===== src/hw/rtl/dfp_pkg.sv =====
// ----------------------------------------------------------------------------
// dfp_pkg
// Shared types and constants of the detector readout frame parser.
// ----------------------------------------------------------------------------
package dfp_pkg;

  typedef enum logic [1:0] {
    ST_RUN,
    ST_READ,
    ST_LOAD
  } dfp_state_t;

  typedef struct packed {
    logic byte_en;
    logic load;
  } dfp_cmd_t;

  typedef struct packed {
    logic burst;
    logic out_free;
    logic k_last;
  } dfp_sts_t;

  localparam logic [15:0] WORD_HDR_FULL  = 16'hEEEE;
  localparam logic [15:0] WORD_HDR_SHORT = 16'hEE5A;
  localparam logic [7:0]  BYTE_SYNC      = 8'hCA;
  localparam logic [23:0] SYNC_PATTERN   = 24'hCACACA;
  localparam logic [2:0]  CHIP_BAD       = 3'd4;
  localparam logic [2:0]  CHIP_INVALID   = 3'd7;
  localparam logic [2:0]  BOARD_INVALID  = 3'd7;
  localparam logic [7:0]  CHAN_INVALID   = 8'hFF;
  localparam logic [1:0]  HDR_NONE       = 2'd0;
  localparam logic [1:0]  HDR_FULL       = 2'd1;
  localparam logic [1:0]  HDR_SHORT      = 2'd2;
  localparam int          POS_EVENT      = 4;
  localparam int          POS_CHANNEL    = 9;
  localparam int          POS_FIRST      = 10;

endpackage


===== src/hw/rtl/dfp_ctrl.sv =====
// ----------------------------------------------------------------------------
// dfp_ctrl
// Controller: takes bytes, then sequences the record burst of a channel.
// ----------------------------------------------------------------------------
module dfp_ctrl (
  input  logic              clk,
  input  logic              rst_n,
  input  logic              in_tvalid,
  output logic              in_tready,
  input  dfp_pkg::dfp_sts_t sts,
  output dfp_pkg::dfp_cmd_t cmd
);
  import dfp_pkg::*;

  dfp_state_t state_r, state_nxt;

  always_ff @(posedge clk) begin
    if (!rst_n) begin
      state_r <= ST_RUN;
    end else begin
      state_r <= state_nxt;
    end
  end

  always_comb begin
    state_nxt = state_r;
    case (state_r)
      ST_RUN: begin
        if (in_tvalid && sts.out_free && sts.burst) begin
          state_nxt = ST_READ;
        end
      end
      ST_READ: begin
        state_nxt = ST_LOAD;
      end
      ST_LOAD: begin
        if (sts.out_free) begin
          state_nxt = sts.k_last ? ST_RUN : ST_READ;
        end
      end
      default: begin
        state_nxt = ST_RUN;
      end
    endcase
  end

  always_comb begin
    in_tready   = 1'b0;
    cmd.byte_en = 1'b0;
    cmd.load    = 1'b0;
    case (state_r)
      ST_RUN: begin
        in_tready   = sts.out_free;
        cmd.byte_en = in_tvalid && sts.out_free;
      end
      ST_LOAD: begin
        cmd.load = sts.out_free;
      end
      default: begin
      end
    endcase
  end

endmodule


===== src/hw/rtl/dfp_datapath.sv =====
// ----------------------------------------------------------------------------
// dfp_datapath
// Frame state, sample store and output record register.
// ----------------------------------------------------------------------------
module dfp_datapath #(
  parameter int SAMPLES_PER_CHANNEL = 30
) (
  input  logic              clk,
  input  logic              rst_n,
  input  logic              cfg_we,
  input  logic              cfg_wdata,
  input  logic [7:0]        in_tdata,
  input  logic              in_tuser,
  input  dfp_pkg::dfp_cmd_t cmd,
  output dfp_pkg::dfp_sts_t sts,
  output logic              out_tvalid,
  input  logic              out_tready,
  output logic [63:0]       out_tdata,
  output logic              out_tuser,
  output logic              out_tlast
);
  import dfp_pkg::*;

  localparam int N   = SAMPLES_PER_CHANNEL;
  localparam int IW  = (N > 1) ? $clog2(N) : 1;
  localparam int CW  = $clog2(N + 2);
  localparam int PW  = $clog2(N + 12);
  localparam logic [PW-1:0] P_EVENT = PW'(POS_EVENT);
  localparam logic [PW-1:0] P_CHAN  = PW'(POS_CHANNEL);
  localparam logic [PW-1:0] P_FIRST = PW'(POS_FIRST);
  localparam logic [PW-1:0] P_END   = PW'(POS_FIRST + N);
  localparam logic [PW-1:0] P_LIMIT = PW'(POS_FIRST + N + 1);
  localparam logic [CW-1:0] C_FULL  = CW'(N);
  localparam logic [IW-1:0] K_LAST  = IW'(N - 1);

  logic               sel_r;
  logic               sync_r, sync_nxt;
  logic [23:0]        hist_r, hist_nxt;
  logic [1:0]         phase_r, phase_nxt;
  logic [7:0]         high_r, high_nxt;
  logic [1:0]         hp_r, hp_nxt;
  logic [PW-1:0]      pos_r, pos_nxt;
  logic signed [16:0] ev_r, ev_nxt;
  logic [14:0]        loop_r, loop_nxt;
  logic [3:0]         raw_r, raw_nxt;
  logic [2:0]         board_r, board_nxt;
  logic [2:0]         chip_r, chip_nxt;
  logic [7:0]         chan_r, chan_nxt;
  logic [CW-1:0]      cnt_r, cnt_nxt;
  logic [31:0]        total_r, total_nxt;
  logic               empty_rec, burst;
  logic               st_we;
  logic [IW-1:0]      st_addr;
  logic [11:0]        st_data;
  logic [11:0]        mem [N];
  logic [11:0]        rd_data_r;
  logic [IW-1:0]      k_r;
  logic               ov_r;
  logic [31:0]        o_ev_r;
  logic               o_empty_r, o_last_r;
  logic [1:0]         o_board_r, o_chip_r;
  logic [6:0]         o_chan_r;
  logic [4:0]         o_idx_r;
  logic [11:0]        o_val_r;
  logic               out_free;

  always_comb begin
    logic [15:0]        word;
    logic [11:0]        s;
    logic signed [17:0] diff;
    logic               adv;
    sync_nxt  = sync_r;
    hist_nxt  = hist_r;
    phase_nxt = phase_r;
    high_nxt  = high_r;
    hp_nxt    = hp_r;
    pos_nxt   = pos_r;
    ev_nxt    = ev_r;
    loop_nxt  = loop_r;
    raw_nxt   = raw_r;
    board_nxt = board_r;
    chip_nxt  = chip_r;
    chan_nxt  = chan_r;
    cnt_nxt   = cnt_r;
    total_nxt = total_r;
    empty_rec = 1'b0;
    burst     = 1'b0;
    st_we     = 1'b0;
    st_addr   = cnt_r[IW-1:0];
    word      = {high_r, in_tdata};
    s         = word[11:0];
    st_data   = s[11] ? ~s : (~s + 12'd1);
    diff      = $signed({2'b00, word}) - $signed({ev_r[16], ev_r});
    adv       = 1'b1;
    if (in_tuser) begin
      sync_nxt  = 1'b0;
      hist_nxt  = '0;
      phase_nxt = '0;
      hp_nxt    = HDR_NONE;
      loop_nxt  = '0;
    end
    if (!sync_nxt) begin
      hist_nxt = {hist_nxt[15:0], in_tdata};
      if (phase_nxt < 2'd3) begin
        phase_nxt = phase_nxt + 2'd1;
      end else if (hist_nxt == SYNC_PATTERN) begin
        sync_nxt  = 1'b1;
        phase_nxt = '0;
      end
    end else if (hp_r == HDR_SHORT || (hp_r == HDR_FULL && phase_r != 2'd0)) begin
      phase_nxt = '0;
      raw_nxt   = in_tdata[3:0];
      chip_nxt  = (in_tdata[3:0] <= 4'd3) ? {1'b0, in_tdata[1:0]} : CHIP_BAD;
      cnt_nxt   = '0;
      hp_nxt    = HDR_NONE;
      pos_nxt   = PW'(1);
    end else if (hp_r == HDR_FULL) begin
      phase_nxt = 2'd1;
    end else if (phase_r == 2'd0) begin
      high_nxt  = in_tdata;
      phase_nxt = 2'd1;
    end else begin
      phase_nxt = '0;
      if (word == WORD_HDR_FULL || word == WORD_HDR_SHORT) begin
        adv = 1'b0;
        if (pos_r == P_CHAN) begin
          empty_rec = 1'b1;
          total_nxt = {{15{ev_r[16]}}, ev_r} + {1'b0, loop_r, 16'h0000};
        end
        board_nxt = BOARD_INVALID;
        chip_nxt  = CHIP_INVALID;
        chan_nxt  = CHAN_INVALID;
        cnt_nxt   = '0;
        hp_nxt    = (word == WORD_HDR_FULL) ? HDR_FULL : HDR_SHORT;
      end else if (pos_r == P_EVENT) begin
        ev_nxt = $signed({1'b0, word});
        if (diff < -18'sd65000 && ev_r > 17'sd65000) begin
          loop_nxt = loop_r + 15'd1;
        end
        total_nxt = {{15{ev_nxt[16]}}, ev_nxt} + {1'b0, loop_nxt, 16'h0000};
      end else if (pos_r == P_CHAN && word[15:8] == 8'h00) begin
        if (!sel_r) begin
          if (raw_r <= 4'd3) begin
            board_nxt = 3'd0;
            chip_nxt  = {1'b0, raw_r[1:0]};
          end else if (raw_r >= 4'd8) begin
            board_nxt = 3'd1;
            chip_nxt  = (raw_r <= 4'd11) ? {1'b0, raw_r[1:0]} : CHIP_BAD;
          end
        end else begin
          if (raw_r <= 4'd3) begin
            board_nxt = 3'd2;
            chip_nxt  = {1'b0, ~raw_r[1], raw_r[0]};
          end else if (raw_r >= 4'd8) begin
            board_nxt = 3'd3;
            if (raw_r <= 4'd11) begin
              chip_nxt = {1'b0, ~raw_r[1], raw_r[0]};
            end
          end else begin
            chip_nxt = CHIP_INVALID;
            adv      = 1'b0;
          end
        end
        if (adv) begin
          chan_nxt = word[7:0];
        end
      end else if (pos_r == P_END) begin
        if (word[15:8] == 8'h00) begin
          chan_nxt = word[7:0];
          pos_nxt  = P_CHAN;
        end else if (word[15:8] == BYTE_SYNC) begin
          pos_nxt = '0;
        end
      end else if (pos_r >= P_FIRST && pos_r < P_END) begin
        if (cnt_r < C_FULL) begin
          st_we = 1'b1;
        end
        if (cnt_r <= C_FULL) begin
          cnt_nxt = cnt_r + CW'(1);
        end
        if (pos_r == P_END - PW'(1)) begin
          if (chip_r == CHIP_INVALID) begin
            adv = 1'b0;
          end else if (cnt_nxt == C_FULL) begin
            if (board_r > 3'd3 || chip_r > 3'd3 || chan_r > 8'd127) begin
              adv = 1'b0;
            end else begin
              burst   = 1'b1;
              cnt_nxt = '0;
            end
          end else begin
            cnt_nxt = '0;
          end
        end
      end
      if (adv && pos_nxt < P_LIMIT) begin
        pos_nxt = pos_nxt + PW'(1);
      end
    end
  end

  assign out_free     = !ov_r || out_tready;
  assign sts.out_free = out_free;
  assign sts.burst    = burst;
  assign sts.k_last   = (k_r == K_LAST);

  always_ff @(posedge clk) begin
    if (!rst_n) begin
      sel_r   <= 1'b0;
      sync_r  <= 1'b0;
      hist_r  <= '0;
      phase_r <= '0;
      high_r  <= '0;
      hp_r    <= HDR_NONE;
      pos_r   <= '0;
      ev_r    <= -17'sd1;
      loop_r  <= '0;
      raw_r   <= '0;
      board_r <= BOARD_INVALID;
      chip_r  <= CHIP_INVALID;
      chan_r  <= CHAN_INVALID;
      cnt_r   <= '0;
      total_r <= 32'hFFFF_FFFF;
      k_r     <= '0;
      ov_r    <= 1'b0;
    end else begin
      if (cfg_we) begin
        sel_r <= cfg_wdata;
      end
      if (cmd.byte_en) begin
        sync_r  <= sync_nxt;
        hist_r  <= hist_nxt;
        phase_r <= phase_nxt;
        high_r  <= high_nxt;
        hp_r    <= hp_nxt;
        pos_r   <= pos_nxt;
        ev_r    <= ev_nxt;
        loop_r  <= loop_nxt;
        raw_r   <= raw_nxt;
        board_r <= board_nxt;
        chip_r  <= chip_nxt;
        chan_r  <= chan_nxt;
        cnt_r   <= cnt_nxt;
        total_r <= total_nxt;
      end
      if (cmd.byte_en && burst) begin
        k_r <= '0;
      end else if (cmd.load) begin
        k_r <= k_r + IW'(1);
      end
      if ((cmd.byte_en && empty_rec) || cmd.load) begin
        ov_r <= 1'b1;
      end else if (out_tready) begin
        ov_r <= 1'b0;
      end
    end
  end

  always_ff @(posedge clk) begin
    if (cmd.byte_en && st_we) begin
      mem[st_addr] <= st_data;
    end
    rd_data_r <= mem[k_r];
  end

  always_ff @(posedge clk) begin
    if (cmd.byte_en && empty_rec) begin
      o_ev_r    <= total_nxt;
      o_empty_r <= 1'b1;
      o_board_r <= '0;
      o_chip_r  <= '0;
      o_chan_r  <= '0;
      o_idx_r   <= '0;
      o_val_r   <= '0;
      o_last_r  <= 1'b1;
    end else if (cmd.load) begin
      o_ev_r    <= total_r;
      o_empty_r <= 1'b0;
      o_board_r <= board_r[1:0];
      o_chip_r  <= chip_r[1:0];
      o_chan_r  <= chan_r[6:0];
      o_idx_r   <= 5'(k_r);
      o_val_r   <= rd_data_r;
      o_last_r  <= (k_r == K_LAST);
    end
  end

  assign out_tvalid = ov_r;
  assign out_tuser  = o_empty_r;
  assign out_tlast  = o_last_r;
  assign out_tdata  = {4'h0, o_val_r, o_idx_r, o_chan_r, o_chip_r, o_board_r, o_ev_r};

  a_cnt_range: assert property (@(posedge clk) disable iff (!rst_n)
    cnt_r <= CW'(N + 1)) else $error("sample count out of range");
  a_pos_range: assert property (@(posedge clk) disable iff (!rst_n)
    pos_r <= P_LIMIT) else $error("word position out of range");
  a_burst_k: assert property (@(posedge clk) disable iff (!rst_n)
    cmd.byte_en && burst |=> k_r == '0) else $error("burst did not start at sample zero");

endmodule


===== src/hw/rtl/detector_readout_frame_parser.sv =====
// ----------------------------------------------------------------------------
// detector_readout_frame_parser
// Parses a detector readout byte stream into per-sample records.
// ----------------------------------------------------------------------------
// One byte is taken per cycle while no record burst is running and the output
// register is free. A byte that completes a channel starts a burst of
// SAMPLES_PER_CHANNEL records from the sample store, each a store read then an
// output load; no byte is taken during the burst.
module detector_readout_frame_parser #(
  parameter int SAMPLES_PER_CHANNEL = 30
) (
  input  logic        clk,
  input  logic        rst_n,
  input  logic        cfg_we,
  input  logic        cfg_wdata,     // detector_select
  input  logic        in_tvalid,
  output logic        in_tready,
  input  logic [7:0]  in_tdata,      // byte_value
  input  logic        in_tuser,      // stream_start
  output logic        out_tvalid,
  input  logic        out_tready,
  output logic [63:0] out_tdata,     // event_number, board_index, chip_index,
                                     // channel_index, sample_index, sample_value
  output logic        out_tuser,     // empty_package
  output logic        out_tlast      // last
);
  import dfp_pkg::*;

  dfp_cmd_t cmd;
  dfp_sts_t sts;

  dfp_ctrl u_ctrl (
    .clk       (clk),
    .rst_n     (rst_n),
    .in_tvalid (in_tvalid),
    .in_tready (in_tready),
    .sts       (sts),
    .cmd       (cmd)
  );

  dfp_datapath #(
    .SAMPLES_PER_CHANNEL (SAMPLES_PER_CHANNEL)
  ) u_datapath (
    .clk        (clk),
    .rst_n      (rst_n),
    .cfg_we     (cfg_we),
    .cfg_wdata  (cfg_wdata),
    .in_tdata   (in_tdata),
    .in_tuser   (in_tuser),
    .cmd        (cmd),
    .sts        (sts),
    .out_tvalid (out_tvalid),
    .out_tready (out_tready),
    .out_tdata  (out_tdata),
    .out_tuser  (out_tuser),
    .out_tlast  (out_tlast)
  );

endmodule


===== config.mk =====
export PLATFORM = sky130hd
export DESIGN_NAME = detector_readout_frame_parser
export DESIGN_NICKNAME = d
export VERILOG_FILES = /design/src/hw/rtl/dfp_pkg.sv /design/src/hw/rtl/dfp_ctrl.sv /design/src/hw/rtl/dfp_datapath.sv /design/src/hw/rtl/detector_readout_frame_parser.sv
export SDC_FILE = /design/constraint.sdc
export NUM_CORES = 1
export LEC_CHECK = 0
export BUFFER_PORTS_ARGS = -buffer_cell sky130_fd_sc_hd__buf_2
export CORE_UTILIZATION = 55
export CTS_CLUSTER_DIAMETER = 100
export DETAILED_ROUTE_END_ITERATION = 10
export PLACE_DENSITY = 0.73
export SKIP_LAST_GASP = 1
export SLEW_MARGIN = 30
export SYNTH_ARGS = -nofsm -noshare
export SYNTH_HDL_FRONTEND = slang
export SYNTH_SLANG_ARGS = --single-unit
export TNS_END_PERCENT = 100

===== constraint.sdc =====
create_clock -name clk -period 4.22 [get_ports clk]
set_input_delay 0.422 -clock clk [delete_from_list [all_inputs] [get_ports clk]]
set_output_delay 0.422 -clock clk [all_outputs]
set_load 0.02 [all_outputs]

==> flow_metrics.env <==
export IMPL_grt_ovfl_total=0
export IMPL_critical_path_class="flip-flop to flip-flop"
export IMPL_pwr_share_comb_pct=2.7
export IMPL_arrival_ns=4.19
export IMPL_synth_area_per_cell_um2=13.1
export IMPL_cts_resized=0
export IMPL_grt_max_degree=49
export IMPL_ys_seq_elements=565
export IMPL_ff2ff_path_depth=13
export IMPL_start_util_pct=55.7
export IMPL_numCtsBuffers=56
export IMPL_finalNetCount=2052
export IMPL_yosys_area_share_simple_pct=10.1
export IMPL_core_um2=44100
export IMPL_status="finished, violations left"
export IMPL_grt_pass1_vias=15700
export IMPL_setup_tns_ns=0
export IMPL_ant_nets=0
export IMPL_final_hold_viol_count=0
export IMPL_hold_path_class="input pin to flip-flop"
export IMPL_drv_slew=0
export IMPL_ys_seq_area_share_pct=62.0
export IMPL_holdPathEnd="u_datapath.sel_r"
export IMPL_tritoncts="built"
export IMPL_peakVddDrop_v=0.000399
export IMPL_p_sw_mw=2.39
export IMPL_p_seq_share_pct=53.2
export IMPL_rrSetupSlack_ns=0.58
export IMPL_violations="DRC"
export IMPL_busiest_layer="met2"
export IMPL_fin_crit_sh_pct=86.2
export IMPL_layout_min_cycle_time_ns=3.64
export IMPL_synth_async_reset_ratio_pct=0
export IMPL_power_density_nw_per_um2=401
export IMPL_start_kind="flip-flop"
export IMPL_ys_flop_type="edfxtp_1"
export IMPL_hold_start="cfg_wdata"
export IMPL_grtUsageMet2_pct=44.3
export IMPL_portBuffers=78
export IMPL_die_x_um=213
export IMPL_dpl_worst_slack_ns=0.492
export IMPL_use_met3_pct=4.53
export IMPL_path_clk_slew_ns=0.06
export IMPL_h_tree_depth=2
export IMPL_r2r_start="u_datapath.ev_r[3]"
export IMPL_cts_setup_buffers=0
export IMPL_route_detailed_drc=4
export IMPL_io_pins=83
export IMPL_drt_total_wl_mm=61.2
export IMPL_pwr_share_clk_pct=44.1
export IMPL_place_gp_congestion=0.909
export IMPL_synth_edf_count=392
export IMPL_synth_area_um2=24600
export IMPL_grt_total_usage_pct=27.4
export IMPL_synth_compound_area_share_pct=9.90
export IMPL_cts_root_buf="clkbuf_16"
export IMPL_clk_path_buf_depth=3
export IMPL_synth_top_area_share_pct=47.9
export IMPL_synthCells=1878
export IMPL_drt_iter0_markers=1635
export IMPL_hold_buffers=0
export IMPL_netlist_top_cell_by_area="edfxtp_1"
export IMPL_ys_types=77
export IMPL_fmax_ghz=0.275
export IMPL_rsz0062_at_grt="false"
export IMPL_relSlewSlack_pct=40.7
export IMPL_max_cap_violations=0
export IMPL_synth_area_leaders="edfxtp_1, dfxtp_1, mux4_2"
export IMPL_hold_path_cell_count=3
export IMPL_viasPerCell=6.20
export IMPL_die_y_um=213
export IMPL_crit_fanout=11
export IMPL_setup_ws_ns=0.583
export IMPL_cp_required_ns=4.77
export IMPL_synth_xor_xnor_area_share_pct=1.28
export IMPL_clock_skew_ns=0.0488
export IMPL_wl_per_cell_um=23.2
export IMPL_internal_power_mw=8.82
export IMPL_endpoint_kind="flip-flop"
export IMPL_grt_util_met1_pct=37.4
export IMPL_dieArea_um2=45500
export IMPL_final_setup_viol_count=0
export IMPL_worstSkewPairLatency_ns=0.64
export IMPL_area_growth_pct=13.7
export IMPL_clock_sinks=565
export IMPL_r2r_end="u_datapath.total_r[29]"
export IMPL_grt_pass1_wl_mm=93.2
export IMPL_swShare_pct=21.3
export IMPL_first_pass_iters=9
export IMPL_synth_fa_ha_area_share_pct=2.22
export IMPL_fp_row_count=77
export IMPL_ys_warn_count=0
export IMPL_synth_mux_area_share_pct=11.9
export IMPL_synth_top_family_by_area="multiplexers"
export IMPL_routed_via_count=16300
export IMPL_antenna_found_initial=0
export IMPL_p_leak_nw=9.88
export IMPL_drive_gt1_share_pct=21.1
export IMPL_dp_final_hpwl_mm=40.0
export IMPL_tightestPinTransition_ns=0.882
## power groups by stage
stage	combinational (mW)	sequential, mW	clock [mW]
after floorplan	0.151	6.11	0
after global placement	0.287	6.09	0
after detailed placement	0.297	6.09	0
after CTS	0.299	5.97	5.03
after global routing	0.325	5.97	5.23
final	0.300	5.97	4.94
## worst max path at each step
stage | startpoint | end | cells past startpoint
after detailed placement | in_tdata[7] | u_datapath.o_ev_r[30] | 12
after global placement | in_tdata[7] | u_datapath.o_ev_r[30] | 12
after global routing | u_datapath.ev_r[3] | u_datapath.o_ev_r[25] | 13
after CTS | u_datapath.ev_r[3] | u_datapath.o_ev_r[25] | 13
final | u_datapath.ev_r[3] | u_datapath.total_r[29] | 13
after floorplan | u_datapath.out_tvalid | u_datapath.mem[0][0] | 8
## metrics by stage
| stage | util, % | hold WS, ns | power, mW | cells | cell area [um2] |
|---|---|---|---|---|---|
| finish | 63.3 | 0.0698 | 11.2 | 2634 | 27900 |
| floorplan | - | 0.417 | 6.26 | 1881 | 24600 |
| detailed placement | 59.1 | 0.430 | 6.38 | 2528 | 26100 |
| global route | 63.3 | 0.0860 | 11.5 | 2633 | 27900 |
| CTS | 63.3 | 0.0448 | 11.3 | 2633 | 27900 |
| global placement | 59.1 | 0.426 | 6.37 | 2528 | 26100 |
## metal layers
metal	vias up	routed length, um
met1	8093	25200
met4	0	2290
met2	716	29400
li1	7388	-
met3	128	4370
met5	-	0
## synthesized netlist by cell type (all sizes together), types with 5 or more instances
cell type and n:
a211oi 9, a21o 9, a21oi 118, a221o 7, a22oi 29, a31oi 8, a41oi 5, and2 5
and3 18, buf 24, clkbuf 94, dfxtp 173, edfxtp 392, ha 42, inv 41, mux2 33
mux2i 13, mux4 108, nand2 205, nand2b 14, nand3 40, nand3b 8, nand4 19, nor2 136
nor2b 11, nor3 36, nor4 14, o211ai 30, o21a 6, o21ai 97, o221ai 6, o31ai 5
o41ai 10, or2 7, or3 9, xnor2 19, xor2 17
## cell usage in the layout (no fill, tap or decap), types with 9 or more instances in the layout
cell,n
nor4_1,12
mux2i_1,13
clkinv_2,10
nand4_1,19
nand2b_1,14
edfxtp_1,392
inv_1,40
dfxtp_1,169
clkinv_1,10
nor2b_1,11
mux2_2,33
mux4_2,108
a21o_1,9
xnor2_1,16
o211ai_1,30
and3_1,18
nand3_1,40
o41ai_1,10
xor2_1,10
nand2_1,205
clkbuf_16,57
or3_1,9
nor2_1,135
a211oi_1,9
buf_2,78
nor3_1,34
ha_1,42
buf_4,92
a21oi_1,117
a22oi_1,29
o21ai_0,94
clkbuf_1,14
## critical path: stages (launching register included)
cell	delay [ns]
dfxtp_1	0.36
inv_1	0.10
ha_1	0.28
or3_1	0.38
nand4_1	0.12
o211ai_1	0.14
a221o_1	0.35
a211oi_1	0.39
a211o_1	0.25
or2_1	0.37
buf_4	0.22
mux2_2	0.33
o22ai_1	0.13
a221o_1	0.16
## area by class of cell
type                            count  area (um2)
Fill cell                        3292       16200
Sequential cell                   565       15200
Multi-Input combinational cell   1157        8820
Clock buffer                       74        1520
Timing Repair Buffer              173        1140
Tap cell                          592         741
Clock inverter                     31         315
Inverter                           41         154
Antenna cell                        1        2.50
## flip-flops by register name (all words and copies together) (netlist names), 2 cells and up
name	flops
u_datapath.loop_r	15
u_datapath.chan_r	8
u_datapath.total_r	32
u_datapath.rd_data_r	12
u_datapath.cnt_r	5
u_datapath.raw_r	4
u_datapath.hp_r	2
u_datapath.k_r	5
u_datapath.board_r	3
u_datapath.pos_r	6
u_datapath.ev_r	17
u_datapath.o_idx_r	5
u_datapath.o_val_r	12
u_datapath.o_board_r	2
u_datapath.hist_r	16
u_datapath.mem	360
u_datapath.chip_r	3
u_datapath.phase_r	2
u_datapath.high_r	8
u_datapath.o_chan_r	7
u_ctrl.state_r	2
u_datapath.o_chip_r	2
u_datapath.o_ev_r	32
## cells by family after synthesis
group	count (synthesis)
compound gates	381
mux	154
fa+ha+maj	43
xor+xnor	36
flops	565
buf+inv	159
other cells	1
simple gates	539
Power figures use the tool's default switching activity.
